### src/hdl/maf_ram.sv
// ----------------------------------------------------------------------------
// maf_ram
// generic single write, single read ram with registered read data
// ----------------------------------------------------------------------------
`default_nettype none
module maf_ram #(
	parameter int WIDTH = 8,
	parameter int DEPTH = 32
) (
	input  wire logic                     clk,
	input  wire logic                     we,
	input  wire logic [$clog2(DEPTH)-1:0] waddr,
	input  wire logic [WIDTH-1:0]         wdata,
	input  wire logic [$clog2(DEPTH)-1:0] raddr,
	output logic      [WIDTH-1:0]         rdata
);
	logic [WIDTH-1:0] mem [DEPTH];

	always_ff @(posedge clk) begin
		if (we) begin
			mem[waddr] <= wdata;
		end
		rdata <= mem[raddr];
	end
endmodule
`default_nettype wire

### config.mk
export PLATFORM = sky130hd
export DESIGN_NAME = maf_ram
export DESIGN_NICKNAME = d
export VERILOG_FILES = /design/src/hdl/maf_ram.sv
export SDC_FILE = /design/constraint.sdc
export NUM_CORES = 1
export LEC_CHECK = 0
export BUFFER_PORTS_ARGS = -buffer_cell sky130_fd_sc_hd__buf_2
export CORE_UTILIZATION = 45
export CTS_BUF_LIST = sky130_fd_sc_hd__clkbuf_8
export CTS_CLUSTER_DIAMETER = 80
export CTS_CLUSTER_SIZE = 40
export DETAILED_ROUTE_END_ITERATION = 7
export GPL_TIMING_DRIVEN = 0
export PLACE_DENSITY = 0.7
export SLEW_MARGIN = 15
export SYNTH_ARGS = -nofsm -noshare
export SYNTH_HDL_FRONTEND = slang
export SYNTH_SLANG_ARGS = --single-unit
### constraint.sdc
create_clock -name clk -period 2.54 [get_ports clk]
set_clock_uncertainty 0.05 [all_clocks]
set_input_delay 0.127 -clock clk [delete_from_list [all_inputs] [get_ports clk]]
set_output_delay 0.127 -clock clk [all_outputs]
set_load 0.02 [all_outputs]
Word-level counts from Yosys, hierarchy flattened
Memories as Yosys holds them, arrays and structs flattened. A register that Yosys moved wholly into a read port is not among the register bits.
Index checks and enable logic that the tools add are counted.

storage, ports and cells
  logic and storage cells = 3
  register bits after elaboration = 0
  input port bits = 20
  memory bits (writable) = 256
  output and inout bits = 8
  memories = 1

operators by class
  multiplexer cells = 2

memory list
  name  words  bits a word  read ports  clocked after memory_dff  write ports  RTL line  text
  mem   32     8            1           1                         1            17        logic [WIDTH-1:0] mem [DEPTH];

operators by type and width
  cell               count
  1-bit two-way mux  2

Logic depth before layout (Yosys ltp)
Gate-level depths: netlist (run 1).

  depth in word-level cells = 2
  depth in mapped cells = 5
  gate-level depth less buffers = 3

Least setup slack after synthesis (run 1)
Ideal clock, no wire load.

  path type = input-to-reg
  from = input port raddr[2]
  to = register rdata[0], read port of mem
  stages = 5
  setup slack = 561 ps
  library setup time = 121 ps
  arrival time = 1809 ps
  buffers on the path = 2
  required time = 2369 ps
  cells stage by stage = clkbuf_1 -> clkbuf_1 -> mux4_2 -> mux4_2 -> mux2_2

RTL lines
  what                RTL line  text
  start: declaration  14        input wire logic [$clog2(DEPTH)-1:0] raddr,
  end: declaration    15        output logic [WIDTH-1:0] rdata

==> results.yml, run 1 <==
sta:
  relSlewSlack_pct: 44.0
  tightest_slew_ns: 0.836
  rsz0062_at_grt: "false"
  hold_viol: 0
  post-route-min-period_ns: 2.08
  hold_slack_ns: 0.0328
  setup-violations-final: 0
  max_freq_ghz: 0.480
  drv_slew: 0
  finalCritPeriodShare_pct: 82.0
yosys:
  syn-instance-count: 417
  syn_nets: 437
  ys_warn_count: 0
  syn-cell-area_um2: 10100
  syn_avg_cell_area_um2: 24.1
  ys_seq_area_share_pct: 78.1
  yosysUniqueCellTypes: 15
  ys_ff_latch: 264
routing:
  drtAntennaViolNets: 0
  drcViolationCount: 0
  via_count: 4270
  wl_per_cell_um: 25.3
  wl_met1_mm: 8.05
  wl_met2_mm: 9.04
  first_pass_iters: 5
  highest_layer: "met4"
  via_per_inst: 5.81
  met3_length_mm: 1.26
  drtIter0Drc: 594
  drt-total-wl_mm: 18.6
clock_tree:
  path_clk_slew_ns: 0.22
  numCtsBuffers: 11
  cts_resized: 0
  root_buffer: "clkbuf_8"
  post_cts_buffers: 0
  cts_max_level: 1
  clock_latency_ns: 0.55
  hold_buffers: 0
  cts_buffer_depth: 3
  clock-sinks: 264
  cts_tree: "done"
placement:
  io_buffers: 22
  place_congestion: 0.764
  dpl.cell_count: 719
  dp_hpwl_mm: 12.7
floorplanning:
  die_area_um2: 22900
  core-area_um2: 21900
  rows: 54
  initial_core_util_pct: 45.9
  die_h_um: 151
  ios: 28
  die_x_um: 151
worst_setup_path:
  worstPathCellList: "clkbuf_1 > clkbuf_1 > mux4_2 > mux4_2 > mux2_2"
  path_max_fanout: 10
  max_stage_delay_ns: 0.65
  r2r_slack_ns: 0.66
  arrival_ns: 2.49
  cp-start-kind: "input port"
  criticalPathCategory: "in2reg"
  required_ns: 2.95
  crit_family: "multiplexers"
  path_buf_inv: 2
  slowest_stage: "clkbuf_1"
  end_kind: "register"
final_layout:
  final_layout_size_suffix_gt1_share_pct: 29.9
  stdcell_count: 735
  antennaDiodeCount: 0
  fillers: 1734
  area_growth_syn_to_layout_pct: 6.78
  mostFrequentLayoutCell: "edfxtp_1"
  post-route-util_pct: 49.0
  nets: 472
  most-common-layout-cells: "256 x edfxtp_1, 80 x mux4_2, 33 x nor2_1"
pwr:
  leakage_nw: 3.22
  p_clk_share_pct: 24.3
  swShare_pct: 21.8
  power_frac_comb_pct: 6.7
  vdd.ir_drop.worst_mv: 0.357
  p_seq_share_pct: 69.0
  p_per_area_nw_per_um2: 655
  p_int_mw: 5.50
  totalPowerFinal_mw: 7.04
  p_switching_mw: 1.53
grt:
  grt.total_usage_pct: 17.3
  antenna_found_initial: 0
  grt_first_pass_wirelength_mm: 28.1
  grt_pass1_vias: 4372
  grt_max_degree: 41
  globalRouteOverflowTotal: 0
outcome:
  status: "complete, no violations"
flow_run:
  cap_viol_max_count: 0
worst_hold_path:
  worstHoldPathType: "in2reg"
## metal layers
metal | global-route usage [%] | up-vias
met4 | 3.35 | 0
met2 | 27.8 | 183
met3 | 2.13 | 19
met5 | 0 | -
li1 | - | 1824
met1 | 26.0 | 2244
## final timing paths
kind / startpoint / cells after the start / to
setup / recovery: raddr[2] / 5 / rdata[4]$_DFF_P_
hold / removal: wdata[5] / 1 / mem[21][5]$_DFFE_PP_
setup reg to reg: mem[31][2]$_DFFE_PP_ / 3 / rdata[2]$_DFF_P_
hold reg to reg: mem[10][1]$_DFFE_PP_ / 3 / rdata[1]$_DFF_P_
## state kept, by name (all words and copies together), names as in the netlist
signal and flops:
mem 256, rdata 8
## area by class of cell
type / count / area (um^2) / area share, %
clock inverter: 5 / 70.1 / 0.653
buffer: 20 / 106 / 0.991
multi-input combinational: 133 / 2100 / 19.6
clock buffer: 11 / 151 / 1.41
tap: 280 / 350 / 3.26
timing repair buffer: 22 / 110 / 1.03
sequential: 264 / 7850 / 73.1
## cell families (layout without fill, tap and decap cells)
| kind of cell | after synthesis | in the layout | synth area share, % |
|---|---|---|---|
| buffers and inverters | 20 | 58 | 1.06 |
| DFF | 264 | 264 | 78.1 |
| and+or+nand+nor | 45 | 45 | 2.07 |
| muxes | 88 | 88 | 18.8 |
## power groups by stage
stage	clock, mW	sequential [mW]	combinational, mW
floorplan	0	4.97	0.258
global placement	0	4.95	0.463
detailed placement	0	4.95	0.477
CTS	1.74	4.85	0.478
global route	1.89	4.86	0.504
finish	1.71	4.85	0.472
## cells in the mapped netlist (all sizes together)
library cell	instances	area, um^2
or3b	3	26.3
buf	14	83.8
edfxtp	256	7690
nor2	33	124
nand3b	5	37.5
mux2	8	90.1
mux4	80	1800
nand3	2	10.0
clkbuf	6	22.5
nand2	1	3.75
dfxtp	8	160
or3	1	6.26
## stage by stage
step / cell area (um^2) / setup slack (ns) / TNS, ns
6_report: 10700 / 0.458 / 0
5_1_grt: 10700 / 0.399 / 0
4_1_cts: 10700 / 0.422 / 0
3_5_place_dp: 10500 / -0.183 / -1.20
3_3_place_gp: 10500 / -0.132 / -0.862
2_1_floorplan: 10100 / 0.561 / 0
Note: power is estimated with default switching activity, not from simulation.
==> inputs of run 2 (changes only) <==
==> constraint.sdc (replaced) <==
create_clock -name clk -period 2.15 [get_ports clk]
set_clock_uncertainty 0.05 [all_clocks]
set_input_delay 0.1075 -clock clk [delete_from_list [all_inputs] [get_ports clk]]
set_output_delay 0.1075 -clock clk [all_outputs]
set_load 0.02 [all_outputs]
==> run 2 against run 1 <==
Register-to-register slack got worse by 0.38 ns. Sequential cell count unchanged. Combinational power increased by 19%. Power is 18% higher. Core utilization up 0.091 points. Routed wire length rose by 0.40%. Critical path type unchanged. Largest power group unchanged.
==> results.yml, run 2 (synthesis results as in run 1) <==
outcome:
  status: "complete, no violations"
final_layout:
  stdcell_count: 737
  largest_reg_flops: 256
  area_growth_syn_to_layout_pct: 6.98
  reg_top3: "mem (256), rdata (8)"
  regMostFlops: "mem"
  nets: 474
  fillers: 1733
  final_layout_size_suffix_gt1_share_pct: 29.8
  mostFrequentLayoutCell: "edfxtp_1"
  register_area_um2: 7850
  most-common-layout-cells: "256 x edfxtp_1, 80 x mux4_2, 33 x nor2_1"
  antennaDiodeCount: 0
  fin_area_um2: 10800
  multi_input_area_um2: 2100
worst_setup_path:
  cp-start-kind: "input port"
  worstReg2RegStart: "mem[31][2]$_DFFE_PP_"
  end_kind: "register"
  slowest_stage: "clkbuf_1"
  criticalPathCategory: "in2reg"
  ff2ff_path_depth: 3
  crit_family: "multiplexers"
  worstPathCellList: "clkbuf_1 > clkbuf_1 > mux4_2 > mux4_2 > mux2_2"
  arrival_ns: 2.51
  r2r-end: "rdata[2]$_DFF_P_"
  path_max_fanout: 10
  path_buf_inv: 2
  max_stage_delay_ns: 0.67
  required_ns: 2.57
  r2r_slack_ns: 0.28
routing:
  first_pass_iters: 5
  drt-total-wl_mm: 18.7
  via_per_inst: 5.75
  wl_per_cell_um: 25.3
  drtIter0Drc: 582
  drtAntennaViolNets: 0
  via_count: 4236
  drcViolationCount: 0
sta:
  finalCritPeriodShare_pct: 97.1
  drv_slew: 0
  relSlewSlack_pct: 44.0
  setup_slack_ns: 0.0619
  setup-violations-final: 0
  post-route-min-period_ns: 2.09
  rsz0062_at_grt: "false"
  tightest_slew_ns: 0.837
  hold_viol: 0
  max_freq_ghz: 0.479
grt:
  grt.total_usage_pct: 17.3
  grt_max_degree: 41
  grt_pass1_vias: 4378
  grt_first_pass_wirelength_mm: 28.1
  antenna_found_initial: 0
  globalRouteOverflowTotal: 0
clock_tree:
  cts_max_level: 1
  post_cts_buffers: 0
  cts_resized: 0
  numCtsBuffers: 11
  root_buffer: "clkbuf_8"
  clock-sinks: 264
  path_clk_slew_ns: 0.22
  cts_tree: "done"
  clock_latency_ns: 0.55
  cts_buffer_depth: 3
floorplanning:
  rows: 54
  die_area_um2: 22900
  die_h_um: 151
  ios: 28
  core-area_um2: 21900
  initial_core_util_pct: 45.9
  die_x_um: 151
pwr:
  leakage_nw: 3.23
  vdd.ir_drop.worst_mv: 0.416
  p_per_area_nw_per_um2: 773
worst_hold_path:
  worstHoldStart: "wdata[6]"
  hold-path-endpoint: "mem[11][6]$_DFFE_PP_"
  holdPathStages: 1
  worstHoldPathType: "in2reg"
placement:
  place_congestion: 0.764
  dpl_cell_area_um2: 10500
  dp_hpwl_mm: 12.7
  pre_cts_slack_ns: -0.554
  dpl.cell_count: 719
  io_buffers: 22
flow_run:
  cap_viol_max_count: 0
-- run 2: cell count changes in the layout (fill, tap and decap cells not counted) --
cell / previous run / this run
dlygate4sd3_1: 0 / 2
-- run 2: cell type report --
type,count,share of cell area [%]
plain buffers,20,0.989
multi-input cells,133,19.5
well taps,280,3.26
clock buffers,11,1.41
flip-flops and latches,264,73.0
clock inverters,5,0.651
repair buffers,24,1.21
-- run 2: how the worst max path moves through the flow --
stage,depth (start not counted),to,start
after global routing,5,rdata[0]$_DFF_P_,raddr[2]
after floorplan,5,rdata[0]$_DFF_P_,raddr[2]
after global placement,5,rdata[4]$_DFF_P_,raddr[2]
final,5,rdata[4]$_DFF_P_,raddr[2]
after detailed placement,5,rdata[4]$_DFF_P_,raddr[2]
after CTS,5,rdata[4]$_DFF_P_,raddr[2]
-- run 2: what timing repair did --
item / 4_1_cts / 5_1_grt
endpoints found under the hold margin: 28 / 0
endpoints found under the setup margin: 0 / 0
hold buffers: 2 / 0
-- run 2: metal layers --
| layer | global-route usage, % | share of wire, % | vias up |
|---|---|---|---|
| li1 | - | - | 1827 |
| met3 | 2.10 | 6.2 | 21 |
| met2 | 27.8 | 48 | 151 |
| met4 | 3.35 | 1.5 | 0 |
| met5 | 0 | 0 | - |
| met1 | 26.0 | 44 | 2237 |
-- run 2: power by group --
part	switching, mW	internal [mW]	leakage, nW
registers	0.0167	5.72	2.37
logic	0.326	0.236	0.741
clock network	1.47	0.550	0.114
total	1.82	6.50	3.23
-- run 2: stage by stage --
step	util (%)	hold slack (ns)	total power [mW]	TNS [ns]
finish	49.1	0.0120	8.32	0
global route	49.1	0.0108	8.57	0
CTS	49.1	0.000391	8.36	0
detailed placement	48.0	0.476	6.41	-4.17
global placement	48.0	0.479	6.39	-3.83
floorplan	-	0.156	6.18	0
==> inputs of run 3 (changes only) <==
--- a/config.mk
+++ b/config.mk
@@ -11,7 +11,7 @@
 export CTS_CLUSTER_DIAMETER = 80
 export CTS_CLUSTER_SIZE = 40
 export DETAILED_ROUTE_END_ITERATION = 7
-export GPL_TIMING_DRIVEN = 0
+export GPL_TIMING_DRIVEN = 1
 export PLACE_DENSITY = 0.7
 export SLEW_MARGIN = 15
 export SYNTH_ARGS = -nofsm -noshare
==> run 3 against run 2 <==
Non-clock buffer count rose by 25. Power fell by 0.74%. Via count rose by 5.3%. First-iteration DRC count fell by 23%. Sequential cell count did not move. Final area rose by 2.5%. Clock-buffer cell count did not move. Global-route usage rose by 1.5 points. Critical path depth fell by 2. Setup slack improved by 0.14 ns. Critical path type is now reg2reg. Largest power group unchanged.
==> results.yml, run 3 (synthesis results as in run 1) <==
final_layout:
  area_growth_syn_to_layout_pct: 9.63
  nets: 499
  mostFrequentLayoutCell: "edfxtp_1"
  multi_input_area_um2: 2100
  stdcell_count: 762
  most-common-layout-cells: "256 x edfxtp_1, 80 x mux4_2, 37 x buf_4"
  register_area_um2: 7850
  reg_top3: "mem (256), rdata (8)"
  final_layout_size_suffix_gt1_share_pct: 36.1
  fillers: 1720
  regMostFlops: "mem"
  antennaDiodeCount: 0
  largest_reg_flops: 256
sta:
  setup-violations-final: 0
  relSlewSlack_pct: 57.6
  hold_viol: 0
  rsz0062_at_grt: "false"
  drv_slew: 0
  post-route-min-period_ns: 1.94
  tightest_slew_ns: 0.636
  setup_slack_ns: 0.206
  finalCritPeriodShare_pct: 90.4
  tns_ns: 0
  max_freq_ghz: 0.514
floorplanning:
  ios: 28
  initial_core_util_pct: 45.9
  rows: 54
  die_h_um: 151
  die_x_um: 151
  core-area_um2: 21900
  die_area_um2: 22900
pwr:
  p_per_area_nw_per_um2: 749
  leakage_nw: 3.42
  vdd.ir_drop.worst_mv: 0.397
worst_setup_path:
  required_ns: 2.54
  cp_num_cells: 3
  arrival_ns: 2.33
  ff2ff_path_depth: 3
  crit_top_cell: "mux4_2"
  path_buf_inv: 0
  crit_family: "multiplexers"
  cp-start-kind: "register"
  criticalPathCategory: "reg2reg"
  worstPathCellList: "mux4_2 > mux4_2 > mux2_2"
  slowest_stage: "mux4_2"
  end_kind: "register"
  path_max_fanout: 1
  max_stage_delay_ns: 0.55
  r2r_slack_ns: 0.21
worst_hold_path:
  holdPathStages: 1
  worstHoldPathType: "in2reg"
placement:
  dpl.cell_count: 745
  pre_cts_slack_ns: 0.0479
  io_buffers: 27
  place_congestion: 0.750
  dp_hpwl_mm: 13.1
grt:
  grt_first_pass_wirelength_mm: 30.2
  grt_max_degree: 50
  grt_pass1_vias: 4554
  globalRouteOverflowTotal: 0
  grt.total_usage_pct: 18.8
  antenna_found_initial: 0
routing:
  drtIter0Drc: 449
  via_count: 4461
  wl_per_cell_um: 26.4
  drtAntennaViolNets: 0
  via_per_inst: 5.85
  first_pass_iters: 4
  drcViolationCount: 0
  drt-total-wl_mm: 20.1
clock_tree:
  numCtsBuffers: 11
  root_buffer: "clkbuf_8"
  cts_resized: 0
  cts_buffer_depth: 3
  path_clk_slew_ns: 0.21
  clock-sinks: 264
  cts_tree: "done"
  cts_max_level: 1
  clock_latency_ns: 0.55
outcome:
  status: "complete, no violations"
flow_run:
  cap_viol_max_count: 0
run 3: cell types whose count changed in the layout (fill, tap and decap cells not counted), sizes merged:
cell         change
buf             +32
clkbuf           -6
clkinv           +3
clkinvlp         +1
dlygate4sd3      -1
inv              -4
run 3: area by class of cell:
cell class	instances	share of cell area [%]
flip-flops and latches	264	71.2
multi-input cells	133	19.0
repair buffers	69	4.70
well taps	280	3.18
clock buffers	11	1.37
clock inverters	5	0.499
run 3: per-stage QoR:
step                power [mW]  hold slack (ns)  util (%)  instance area (um^2)
finish                    8.26           0.0151      50.3                 11000
global route              8.50           0.0149      50.3                 11000
CTS                       8.33          0.00172      50.3                 11000
detailed placement        6.45            0.498      49.4                 10800
global placement          6.42            0.501      49.4                 10800
floorplan                 6.18            0.156         -                 10100
run 3: path summary, 6_finish.rpt:
| path | from | end |
|---|---|---|
| max | mem[23][4]$_DFFE_PP_ | rdata[4]$_DFF_P_ |
| min | wdata[1] | mem[16][1]$_DFFE_PP_ |
| max reg2reg | mem[23][4]$_DFFE_PP_ | rdata[4]$_DFF_P_ |
| min reg2reg | mem[14][6]$_DFFE_PP_ | rdata[6]$_DFF_P_ |
run 3: power by group:
| group | leakage (nW) | internal, mW | switching, mW |
|---|---|---|---|
| clock network | 0.100 | 0.521 | 1.41 |
| logic | 0.945 | 0.253 | 0.324 |
| registers | 2.37 | 5.72 | 0.0278 |
run 3: metal layers:
metal / wire length [um] / share of wire [%] / GRT usage [%]
met1: 8610 / 43 / 28.0
met2: 9690 / 48 / 29.5
met3: 1560 / 7.7 / 2.99
met4: 269 / 1.3 / 4.20
met5: 0 / 0 / 0
run 3: worst reg2reg max path: cells and delay by family (launching register included):
kind          cells  cell delay, ns
multiplexers      3            1.34
flip-flops        1            0.44
run 3: repair_timing:
| item | 4_1_cts | 5_1_grt |
|---|---|---|
| endpoints found under the hold margin | 8 | 0 |
| hold buffers | 1 | 0 |
| buffers inserted | 0 | 0 |
